`src/hw/rtl/mbp_pkg.sv`:
```
// Shared constants, types and width helpers for the MSB-first bit packer.
// No dependencies.
`default_nettype none
package mbp_pkg;

	localparam int MAX_FIELD_BITS_DEF = 32;
	localparam int COUNT_W            = 6;
	localparam int QUEUE_DEPTH        = 4;

	typedef enum logic {
		OP_PUT   = 1'b0,
		OP_FLUSH = 1'b1
	} op_t;

	// input tdata: field bits, then the count, padded to whole bytes
	function automatic int tdata_w(input int max_bits);
		return ((max_bits + COUNT_W + 7) >> 3) << 3;
	endfunction

	// staged word: up to 7 pending bits ahead of a full field
	function automatic int word_w(input int max_bits);
		return max_bits + 8;
	endfunction

	function automatic int nbytes_w(input int max_bits);
		return $clog2(((max_bits + 7) >> 3) + 1);
	endfunction

endpackage
`default_nettype wire

```
`src/hw/rtl/mbp_front.sv`:
```
// Front end: accepts put and flush beats, merges them with the pending bits
// and hands whole-byte jobs to the queue. Depends on mbp_pkg.
`default_nettype none
module mbp_front #(
	parameter int MAX_FIELD_BITS = mbp_pkg::MAX_FIELD_BITS_DEF,
	localparam int TDATA_W = mbp_pkg::tdata_w(MAX_FIELD_BITS),
	localparam int WORD_W  = mbp_pkg::word_w(MAX_FIELD_BITS),
	localparam int NB_W    = mbp_pkg::nbytes_w(MAX_FIELD_BITS)
) (
	input  logic                 clk,
	input  logic                 arst_n,
	input  logic                 s_tvalid,
	output logic                 s_tready,
	input  logic [TDATA_W-1:0]   s_tdata,
	input  logic [0:0]           s_tuser,
	output logic                 job_push,
	output logic [WORD_W-1:0]    job_word,
	output logic [NB_W-1:0]      job_nbytes,
	input  logic                 job_full
);
	import mbp_pkg::*;

	localparam int CNTS_W = $clog2(MAX_FIELD_BITS + 1);
	localparam int TOT_W  = $clog2(MAX_FIELD_BITS + 8);

	// pending bits kept left aligned; bit 0 is always zero
	logic [7:0] pend_q;
	logic [2:0] pcnt_q;

	logic                      accept;
	logic                      is_flush;
	logic [MAX_FIELD_BITS-1:0] data;
	logic [COUNT_W-1:0]        cnt_in;
	logic [CNTS_W-1:0]         cnt_sat;
	logic [MAX_FIELD_BITS-1:0] data_m;
	logic [WORD_W-1:0]         word_put;
	logic [WORD_W-1:0]         word_rest;
	logic [TOT_W-1:0]          total;
	logic [NB_W-1:0]           nbytes_put;
	logic [7:0]                new_pend;
	logic [2:0]                new_cnt;

	assign s_tready = !job_full;
	assign accept   = s_tvalid && s_tready;
	assign is_flush = (op_t'(s_tuser[0]) == OP_FLUSH);
	assign data     = s_tdata[MAX_FIELD_BITS-1:0];
	assign cnt_in   = s_tdata[MAX_FIELD_BITS +: COUNT_W];

	always_comb begin
		if (32'(cnt_in) > 32'(MAX_FIELD_BITS)) begin
			cnt_sat = CNTS_W'(MAX_FIELD_BITS);
		end else begin
			cnt_sat = CNTS_W'(cnt_in);
		end
		data_m     = data & ~({MAX_FIELD_BITS{1'b1}} >> cnt_sat);
		word_put   = {pend_q, {MAX_FIELD_BITS{1'b0}}} | ({data_m, 8'h00} >> pcnt_q);
		total      = TOT_W'(pcnt_q) + TOT_W'(cnt_sat);
		nbytes_put = NB_W'(total >> 3);
		new_cnt    = total[2:0];
		// drop the bytes that leave now; what is left at the top stays pending
		word_rest  = word_put << {nbytes_put, 3'b000};
		new_pend   = word_rest[WORD_W-1 -: 8];
	end

	always_comb begin
		if (is_flush) begin
			job_word   = {pend_q, {MAX_FIELD_BITS{1'b0}}};
			job_nbytes = (pcnt_q != 3'd0) ? NB_W'(1) : NB_W'(0);
		end else begin
			job_word   = word_put;
			job_nbytes = nbytes_put;
		end
		job_push = accept && (job_nbytes != '0);
	end

	always_ff @(posedge clk or negedge arst_n) begin
		if (!arst_n) begin
			pend_q <= 8'h00;
			pcnt_q <= 3'd0;
		end else if (accept) begin
			if (is_flush) begin
				pend_q <= 8'h00;
				pcnt_q <= 3'd0;
			end else begin
				pend_q <= new_pend;
				pcnt_q <= new_cnt;
			end
		end
	end

endmodule
`default_nettype wire

```
`src/hw/rtl/mbp_queue.sv`:
```
// Small job queue between the front end and the byte serializer.
// Depends on mbp_pkg for the default depth.
`default_nettype none
module mbp_queue #(
	parameter int WIDTH = 8,
	parameter int DEPTH = mbp_pkg::QUEUE_DEPTH
) (
	input  logic             clk,
	input  logic             arst_n,
	input  logic             push,
	input  logic [WIDTH-1:0] push_data,
	output logic             full,
	input  logic             pop,
	output logic             pop_valid,
	output logic [WIDTH-1:0] pop_data
);
	import mbp_pkg::*;

	localparam int PTR_W = $clog2(DEPTH);
	localparam int CNT_W = $clog2(DEPTH + 1);

	logic [WIDTH-1:0] slot_q [DEPTH];
	logic [PTR_W-1:0] wr_ptr_q;
	logic [PTR_W-1:0] rd_ptr_q;
	logic [CNT_W-1:0] count_q;

	assign full      = (count_q == CNT_W'(DEPTH));
	assign pop_valid = (count_q != '0);
	assign pop_data  = slot_q[rd_ptr_q];

	always_ff @(posedge clk) begin
		if (push) begin
			slot_q[wr_ptr_q] <= push_data;
		end
	end

	always_ff @(posedge clk or negedge arst_n) begin
		if (!arst_n) begin
			wr_ptr_q <= '0;
			rd_ptr_q <= '0;
			count_q  <= '0;
		end else begin
			if (push) begin
				wr_ptr_q <= wr_ptr_q + PTR_W'(1);
			end
			if (pop) begin
				rd_ptr_q <= rd_ptr_q + PTR_W'(1);
			end
			if (push && !pop) begin
				count_q <= count_q + CNT_W'(1);
			end else if (pop && !push) begin
				count_q <= count_q - CNT_W'(1);
			end
		end
	end

endmodule
`default_nettype wire

```
`src/hw/rtl/mbp_back.sv`:
```
// Back end: takes jobs from the queue and sends their bytes one beat per
// cycle while m_tready is high, from a registered output stage. Depends on mbp_pkg.
`default_nettype none
module mbp_back #(
	parameter int MAX_FIELD_BITS = mbp_pkg::MAX_FIELD_BITS_DEF,
	localparam int WORD_W = mbp_pkg::word_w(MAX_FIELD_BITS),
	localparam int NB_W   = mbp_pkg::nbytes_w(MAX_FIELD_BITS)
) (
	input  logic              clk,
	input  logic              arst_n,
	input  logic              job_valid,
	input  logic [WORD_W-1:0] job_word,
	input  logic [NB_W-1:0]   job_nbytes,
	output logic              job_pop,
	output logic              m_tvalid,
	input  logic              m_tready,
	output logic [7:0]        m_tdata,
	output logic              m_tlast
);
	import mbp_pkg::*;

	logic [WORD_W-1:0] word_q;
	logic [NB_W-1:0]   rem_q;
	logic              take;
	logic              load;

	assign m_tvalid = (rem_q != '0);
	assign m_tlast  = (rem_q == NB_W'(1));
	assign m_tdata  = word_q[WORD_W-1 -: 8];
	assign take     = m_tvalid && m_tready;
	// refill as the final byte leaves, so queued items go out without a gap
	assign load     = job_valid && (!m_tvalid || (take && m_tlast));
	assign job_pop  = load;

	always_ff @(posedge clk) begin
		if (load) begin
			word_q <= job_word;
		end else if (take) begin
			word_q <= word_q << 8;
		end
	end

	always_ff @(posedge clk or negedge arst_n) begin
		if (!arst_n) begin
			rem_q <= '0;
		end else if (load) begin
			rem_q <= job_nbytes;
		end else if (take) begin
			rem_q <= rem_q - NB_W'(1);
		end
	end

endmodule
`default_nettype wire

```
`src/hw/rtl/msb_first_bit_packer.sv`:
```
// Top level of the MSB-first bit packer: front end, job queue, serializer.
// Depends on mbp_pkg, mbp_front, mbp_queue and mbp_back.
//
//   channel | direction | tdata                          | tuser     | tlast
//   s_      | in        | data_bits, bit_count, zero pad | operation | -
//   m_      | out       | out_byte                       | -         | last_byte
//
// The front end takes one beat per cycle while the queue has room; the pending
// bits update in the same cycle, so beats can follow back to back.
// Each item leaves as 0 to (MAX_FIELD_BITS+7)/8 output beats, one per cycle
// while m_tready is high (up to 4 for 32-bit fields); one byte port sets the rate.
// Reset clears the pending bits, the queue and the output stage.
// Output stalls fill the queue; s_tready drops only when it is full.
`default_nettype none
module msb_first_bit_packer #(
	parameter int MAX_FIELD_BITS = mbp_pkg::MAX_FIELD_BITS_DEF,
	localparam int TDATA_W = mbp_pkg::tdata_w(MAX_FIELD_BITS)
) (
	input  logic               clk,
	input  logic               arst_n,
	input  logic               s_tvalid,
	output logic               s_tready,
	input  logic [TDATA_W-1:0] s_tdata,  // data_bits, bit_count, zero pad
	input  logic [0:0]         s_tuser,  // operation
	output logic               m_tvalid,
	input  logic               m_tready,
	output logic [7:0]         m_tdata,  // out_byte
	output logic               m_tlast
);
	import mbp_pkg::*;

	localparam int WORD_W = word_w(MAX_FIELD_BITS);
	localparam int NB_W   = nbytes_w(MAX_FIELD_BITS);
	localparam int JOB_W  = WORD_W + NB_W;

	logic              push;
	logic [WORD_W-1:0] push_word;
	logic [NB_W-1:0]   push_nbytes;
	logic              full;
	logic              pop;
	logic              pop_valid;
	logic [JOB_W-1:0]  pop_data;

	mbp_front #(
		.MAX_FIELD_BITS(MAX_FIELD_BITS)
	) u_front (
		.clk        (clk),
		.arst_n     (arst_n),
		.s_tvalid   (s_tvalid),
		.s_tready   (s_tready),
		.s_tdata    (s_tdata),
		.s_tuser    (s_tuser),
		.job_push   (push),
		.job_word   (push_word),
		.job_nbytes (push_nbytes),
		.job_full   (full)
	);

	mbp_queue #(
		.WIDTH(JOB_W),
		.DEPTH(QUEUE_DEPTH)
	) u_queue (
		.clk       (clk),
		.arst_n    (arst_n),
		.push      (push),
		.push_data ({push_nbytes, push_word}),
		.full      (full),
		.pop       (pop),
		.pop_valid (pop_valid),
		.pop_data  (pop_data)
	);

	mbp_back #(
		.MAX_FIELD_BITS(MAX_FIELD_BITS)
	) u_back (
		.clk        (clk),
		.arst_n     (arst_n),
		.job_valid  (pop_valid),
		.job_word   (pop_data[WORD_W-1:0]),
		.job_nbytes (pop_data[JOB_W-1:WORD_W]),
		.job_pop    (pop),
		.m_tvalid   (m_tvalid),
		.m_tready   (m_tready),
		.m_tdata    (m_tdata),
		.m_tlast    (m_tlast)
	);

endmodule
`default_nettype wire

```
`config.mk`:
```
export PLATFORM = sky130hd
export DESIGN_NAME = msb_first_bit_packer
export DESIGN_NICKNAME = d
export VERILOG_FILES = /design/src/hw/rtl/mbp_pkg.sv /design/src/hw/rtl/mbp_front.sv /design/src/hw/rtl/mbp_queue.sv /design/src/hw/rtl/mbp_back.sv /design/src/hw/rtl/msb_first_bit_packer.sv
export SDC_FILE = /design/constraint.sdc
export NUM_CORES = 1
export LEC_CHECK = 0
export BUFFER_PORTS_ARGS = -buffer_cell sky130_fd_sc_hd__buf_2
export CORE_UTILIZATION = 46
export CTS_CLUSTER_SIZE = 25
export DETAILED_ROUTE_END_ITERATION = 8
export MAX_ROUTING_LAYER = met4
export PLACE_DENSITY = 0.65
export SYNTH_ARGS = -nofsm -noshare
export SYNTH_HDL_FRONTEND = slang
export SYNTH_SLANG_ARGS = --single-unit
```
`constraint.sdc`:
```
create_clock -name clk -period 3.4 [get_ports clk]
set_clock_uncertainty 0.15 [all_clocks]
set_input_delay 0.51 -clock clk [delete_from_list [all_inputs] [get_ports clk]]
set_output_delay 0.51 -clock clk [all_outputs]
set_load 0.03 [all_outputs]
```
==> run_results.csv, run 1 <==
group,metric,value,unit
outcome,status,"completed",
clocking,clock-root-buffer,"clkbuf_16",
clocking,clkSlewWorstSetupHoldPaths,60,ps
cells_and_area,final_common_cell,"edfxtp_1",
logic_synthesis,synth_top_area_share,0.547,
logic_synthesis,synth_cells,830,
logic_synthesis,yosysWarnings,0,
place,dp_hpwl,18.6,mm
route,routedWlPerCell,22.2,um
power_and_ir_drop,ir_drop,0.000444,V
timing,max_freq,0.321,GHz
route,top_layer_used,"met4",
grt,antenna_found_initial,0,
place,port_buffers,53,
route,initialDrtViolationCount,626,
floorplan,die_w,159,um
timing,finalCriticalPeriod,3110,ps
cells_and_area,synthToLayoutAreaGrowth,13.6,%
cells_and_area,ff_latch_area,6750,um2
logic_synthesis,synth_seq_cells,228,
setup_path,path_delay_family,"compound AO/OA/AOI/OAI gates",
setup_path,slowest_delay,510,ps
floorplan,rows,57,
floorplan,start_util,0.469,
timing,hold_violations,0,
flow_run,maxCapViolCount,0,
setup_path,path_buf_inv,2,
route,wl_met3,1.73,mm
cells_and_area,multiInputGateArea,4310,um2
timing,slew_headroom,0.539,
timing,worst_pin_slew,692,ps
floorplan,die_h,159,um
logic_synthesis,syn-num-nets,888,
timing,finalSetupTns,0,ps
timing,rsz0062_at_grt,"no",
route,vias_per_cell,6.09,
cells_and_area,n_fill_cell,2036,
floorplan,fp.coreArea,24200,um2
clocking,postCtsSetupBuffers,0,
logic_synthesis,synth_cell_types,73,
floorplan,dieArea,25300,um2
clocking,clock_path_buffers,3,
timing,finalSetupViolations,0,
setup_path,cp_common_cell,"a211oi_1",
setup_path,worst_path_max_delay_cell,"buf_4",
timing,timing.final.crit_share,0.916,
grt,grt_pass1_vias,7371,
grt,grt_pass1_wl,43.0,mm
logic_synthesis,ys.flop_type,"edfxtp_1",
route,dr.pass1.iters,8,
logic_synthesis,synth_edf_count,207,
logic_synthesis,avgSynthCellArea,13.7,um2
setup_path,critPathLaunchType,"flip-flop",
power_and_ir_drop,leakage,0.00454,uW
timing,slew_viol_final,0,
setup_path,path_cells,"buf_4 -> inv_2 -> a211oi_1 -> a31oi_1 -> a211oi_1 -> o32ai_1 -> a2111oi_0 -> a21o_1",
cells_and_area,fin_util,0.533,
clocking,cts-htree-levels,1,
setup_path,critical_path.max_fanout,55,
cells_and_area,mostFrequentLayoutCells,"edfxtp_1 (207), buf_2 (53), nor2_1 (52), nand2_1 (52)",
cells_and_area,post_route_cells_drive_above_1_share,0.277,
route,met1_length,12.5,mm
logic_synthesis,synth_area_leaders,"edfxtp_1 (55%), mux4_2 (8.5%), dfrtp_1 (4.6%)",
route,drtAntennaViolNets,0,
grt,grtUsageTotal,0.225,
logic_synthesis,synth_area_leader_cell,"edfxtp_1",
cells_and_area,antenna_cells,0,
logic_synthesis,synthesis.area,11400,um2
route,num_vias,7481,
setup_path,path_class,"flip-flop to flip-flop",
grt,grt_max_degree,56,
clocking,cts_buffers,23,
place,place.gp.congestion,1.02,
route,routed-wl-met2,12.4,mm
power_and_ir_drop,power_density,853,nW/um2
route,drc_errors,0,
logic_synthesis,synth_seq_area_share,0.593,
hold_path,hold_path.class,"input pin to flip-flop",
cells_and_area,nNetsFinal,946,
setup_path,critPathArrivalTime,3400,ps
clocking,cts_tree,"yes",
route,routed_wl,27.2,mm
floorplan,boundaryPins,56,
grt,grt_overflow_total,0,
clocking,clock-sinks,228,
clocking,clk_latency,500,ps
setup_path,crit_path_end_kind,"flip-flop",
setup_path,crit_required,3690,ps
logic_synthesis,async_flop_share,0.0921,
-- logic make-up (layout without fill, tap and decap cells) --
family          Yosys count  count (layout)  share of synthesized area
xor+xnor                  9               9                    0.00693
flops                   228             228                      0.593
simple gates            192             192                     0.0806
mux                     107             107                      0.146
buf+inv                  84             158                     0.0334
compound gates          197             197                      0.124
fa+ha+maj                13              13                     0.0156
-- cells in the mapped netlist, drive strengths merged, types with 21 or more instances --
master and count:
edfxtp 207, nor2 55, nand2 53, mux2 43, mux4 43, buf 39
o21ai 38, a21oi 29, clkbuf 28, dfrtp 21, mux2i 21
-- tightest hold or removal path: cells and delay by family --
kind,cells,cell delay [ps]
compound gates,1,60
buf+inv,1,110
simple gates,2,100
-- final cells by class --
| type | count | share of cell area |
|---|---|---|
| Tap cell | 324 | 0.0314 |
| Clock buffer | 29 | 0.0471 |
| Timing Repair Buffer | 100 | 0.0519 |
| Sequential cell | 228 | 0.522 |
| Multi-Input combinational cell | 518 | 0.334 |
| Inverter | 17 | 0.00494 |
| Clock inverter | 12 | 0.00833 |
-- metrics by stage --
| stage | power [uW] | area [um2] | setup slack, ps | std cells | hold slack, ps |
|---|---|---|---|---|---|
| CTS | 11100 | 12900 | 294 | 1228 | 150 |
| global route | 11600 | 12900 | 99.8 | 1228 | 204 |
| floorplan | 7410 | 11500 | -26.5 | 830 | 64.4 |
| finish | 11000 | 12900 | 286 | 1228 | 166 |
| detailed placement | 8660 | 12200 | -65.0 | 1186 | 311 |
| global placement | 8590 | 12200 | -44.6 | 1186 | 309 |
-- repair_timing --
action | 4_1_cts | 5_1_grt
hold buffers | 1 | 0
setup endpoints to repair | 0 | 0
gates resized for setup | 0 | 0
endpoints found under the hold margin | 21 | 0
-- metal layers --
metal	vias up	track usage
met5	-	-
li1	3383	-
met2	341	0.338
met1	3711	0.325
met4	0	0.0664
met3	46	0.0258
-- power by group --
| group | switching [uW] | internal (uW) |
|---|---|---|
| sequential | 257 | 4090 |
| combinational | 2520 | 1750 |
| clock | 984 | 1420 |
-- state kept, by name (all words and copies together), names as in the netlist --
signal            cells
u_back.rem_q          3
u_back.word_q        39
u_front.pcnt_q        3
u_front.pend_q        8
u_queue.count_q       3
u_queue.rd_ptr_q      2
u_queue.slot_q      168
u_queue.wr_ptr_q      2
-- final timing paths --
kind / start / end / slack [ps] / depth (start not counted)
worst max register to register: u_front.pcnt_q[0] / u_front.pend_q[0] / 290 / 8
worst max-delay path: u_front.pcnt_q[0] / u_front.pend_q[0] / 290 / 8
min in group asynchronous: arst_n / u_queue.count_q[0] / 400 / 2
worst min register to register: u_front.pend_q[0] / u_front.pend_q[0] / 320 / 1
max in group asynchronous: arst_n / u_front.pcnt_q[0] / 2260 / 2
worst min-delay path: m_tready / u_back.rem_q[2] / 170 / 4
Power figures use the tool's default switching activity.
==> run 2, diff against run 1 <==
CORE_MARGIN = 3   (was unset)
==> run 2 against run 1 <==
- combinational power hardly changed
- maximum frequency is 2.7% higher
- hold slack better by 13 ps
- power is 0.93% higher
- wire length is 2.4% lower
- die area is 5.1% higher
- via count is 1.1% lower
- sequential power hardly changed
- setup slack better by 83 ps
==> run_results.csv, run 2 (same netlist as run 1, synthesis figures left out) <==
group,metric,value,unit
outcome,status,"completed",
cells_and_area,top_regs,"u_queue.slot_q: 168 flops, u_back.word_q: 39 flops, u_front.pend_q: 8 flops",
floorplan,boundaryPins,56,
clocking,postCtsSetupBuffers,0,
power_and_ir_drop,leakage,0.00457,uW
floorplan,start_util,0.476,
clocking,cts-htree-levels,1,
setup_path,critPathLaunchType,"flip-flop",
place,dp_cells,1181,
setup_path,crit_path_end_kind,"flip-flop",
grt,grt_max_degree,56,
power_and_ir_drop,swShare,0.337,
timing,worst_pin_slew,680,ps
cells_and_area,multiInputGateArea,4310,um2
timing,finalSetupViolations,0,
clocking,clock_path_buffers,3,
route,vias_per_cell,6.04,
clocking,cts_buffers,24,
grt,grt_overflow_total,0,
floorplan,die_h,163,um
clocking,cts_tree,"yes",
place,port_buffers,53,
route,drc_errors,0,
timing,max_freq,0.330,GHz
power_and_ir_drop,p_switching,3750,uW
cells_and_area,antenna_cells,0,
timing,finalCriticalPeriod,3030,ps
setup_path,path_cells,"ha_2 -> fa_2 -> a21o_1 -> nand2_2 -> mux2i_4 -> nor2_4 -> nor3_2 -> nor2_2 -> ha_2 -> inv_2 -> fa_2 -> mux2_2",
power_and_ir_drop,power_density,852,nW/um2
setup_path,crit_required,3630,ps
power_and_ir_drop,ir_drop,0.000523,V
timing,slew_headroom,0.543,
timing,timing.final.crit_share,0.891,
timing,hold_violations,0,
setup_path,path_class,"flip-flop to flip-flop",
cells_and_area,largest_register_ffs,168,
cells_and_area,synthToLayoutAreaGrowth,14.8,%
timing,slew_viol_final,0,
place,place.gp.congestion,0.943,
cells_and_area,layout.cells.non_filler,1226,
setup_path,worst_path_max_delay_cell,"fa_2",
route,drtAntennaViolNets,0,
floorplan,die_w,163,um
route,routedWlPerCell,21.7,um
route,routed_wl,26.6,mm
floorplan,rows,56,
cells_and_area,mostFrequentLayoutCells,"edfxtp_1 (207), buf_2 (53), nor2_1 (52), nand2_1 (52)",
flow_run,maxCapViolCount,0,
grt,antenna_found_initial,0,
power_and_ir_drop,seqPwrFrac,0.391,
clocking,clock-root-buffer,"clkbuf_16",
cells_and_area,fin_util,0.546,
setup_path,critical_path.max_fanout,3,
clocking,clkSlewWorstSetupHoldPaths,60,ps
setup_path,slowest_delay,410,ps
cells_and_area,post_route_cells_drive_above_1_share,0.282,
cells_and_area,regMostFlops,"u_queue.slot_q",
clocking,clock-sinks,228,
floorplan,dieArea,26600,um2
place,dp_hpwl,18.5,mm
timing,finalSetupTns,0,ps
timing,rsz0062_at_grt,"no",
route,initialDrtViolationCount,462,
power_and_ir_drop,p_clk_frac,0.227,
cells_and_area,final_common_cell,"edfxtp_1",
power_and_ir_drop,comb_power_share,0.382,
floorplan,fp.coreArea,23900,um2
hold_path,hold_depth,4,
route,dr.pass1.iters,5,
place,dpl_cell_area,12300,um2
hold_path,hold_path.class,"input pin to flip-flop",
grt,grtUsageTotal,0.210,
grt,grt_pass1_wl,42.3,mm
route,num_vias,7400,
setup_path,reg2reg_depth,12,
cells_and_area,ff_latch_area,6750,um2
setup_path,critPathArrivalTime,3260,ps
clocking,clk_latency,500,ps
cells_and_area,n_fill_cell,1964,
cells_and_area,nNetsFinal,947,
grt,grt_pass1_vias,7349,
power_and_ir_drop,total_power,11100,uW
cells_and_area,final_cell_area,13000,um2
power_and_ir_drop,p_int,7370,uW
[run 2: cell count changes in the layout (fill, tap and decap cells not counted), sizes merged]
cell	before	now
clkinvlp	0	6
clkbuf	29	27
inv	17	16
[run 2: final timing paths]
check	from	endpoint	slack, ps
max in group asynchronous	arst_n	u_front.pcnt_q[0]	2290
min in group asynchronous	arst_n	u_back.rem_q[0]	400
hold / removal	m_tready	u_back.rem_q[2]	180
hold reg to reg	u_front.pend_q[0]	u_front.pend_q[0]	330
setup / recovery	u_front.pcnt_q[0]	u_queue.count_q[1]	370
setup reg to reg	u_front.pcnt_q[0]	u_queue.count_q[1]	370
[run 2: worst max-delay path: cells and delay by family (launching register included)]
family / cells / cell delay, ps
adder cells (fa/ha/maj): 4 / 1150
multiplexers: 2 / 550
AND/OR/NAND/NOR: 4 / 430
flip-flops: 1 / 400
AO/OA/AOI/OAI: 1 / 170
buffers and inverters: 1 / 50
[run 2: power groups by stage]
stage	Sequential (uW)	Combinational, uW	Clock, uW
2_1_floorplan	4290	3120	0
3_3_place_gp	4380	4210	0
3_5_place_dp	4410	4250	0
4_1_cts	4360	4270	2580
5_1_grt	4410	4640	2700
6_report	4350	4250	2520
[run 2: per-stage QoR]
step                hold WS (ps)  setup WS [ps]
CTS                          156            345
floorplan                   64.4          -26.5
global route                 229            173
finish                       179            369
global placement             307           11.6
detailed placement           317          -17.9
[run 2: layout make-up]
cell class | instances | share of cell area
Clock buffer | 27 | 0.0485
Clock inverter | 17 | 0.0113
Inverter | 17 | 0.00489
Multi-Input combinational cell | 518 | 0.331
Sequential cell | 228 | 0.517
Tap cell | 319 | 0.0306
Timing Repair Buffer | 100 | 0.0572
[run 2: timing repair]
| item | CTS | global route |
|---|---|---|
| endpoints found under the hold margin | 21 | 0 |
| resized for setup | 0 | 0 |
| hold buffers | 1 | 0 |
[run 2: metal layers]
metal  global-route usage  vias to the layer above  routed length (um)
met5                    -                        -                   0
met1                0.297                     3689               12100
li1                     -                     3395                   -
met4               0.0646                        0                 841
met2                0.323                      261               12300
met3               0.0266                       55                1420
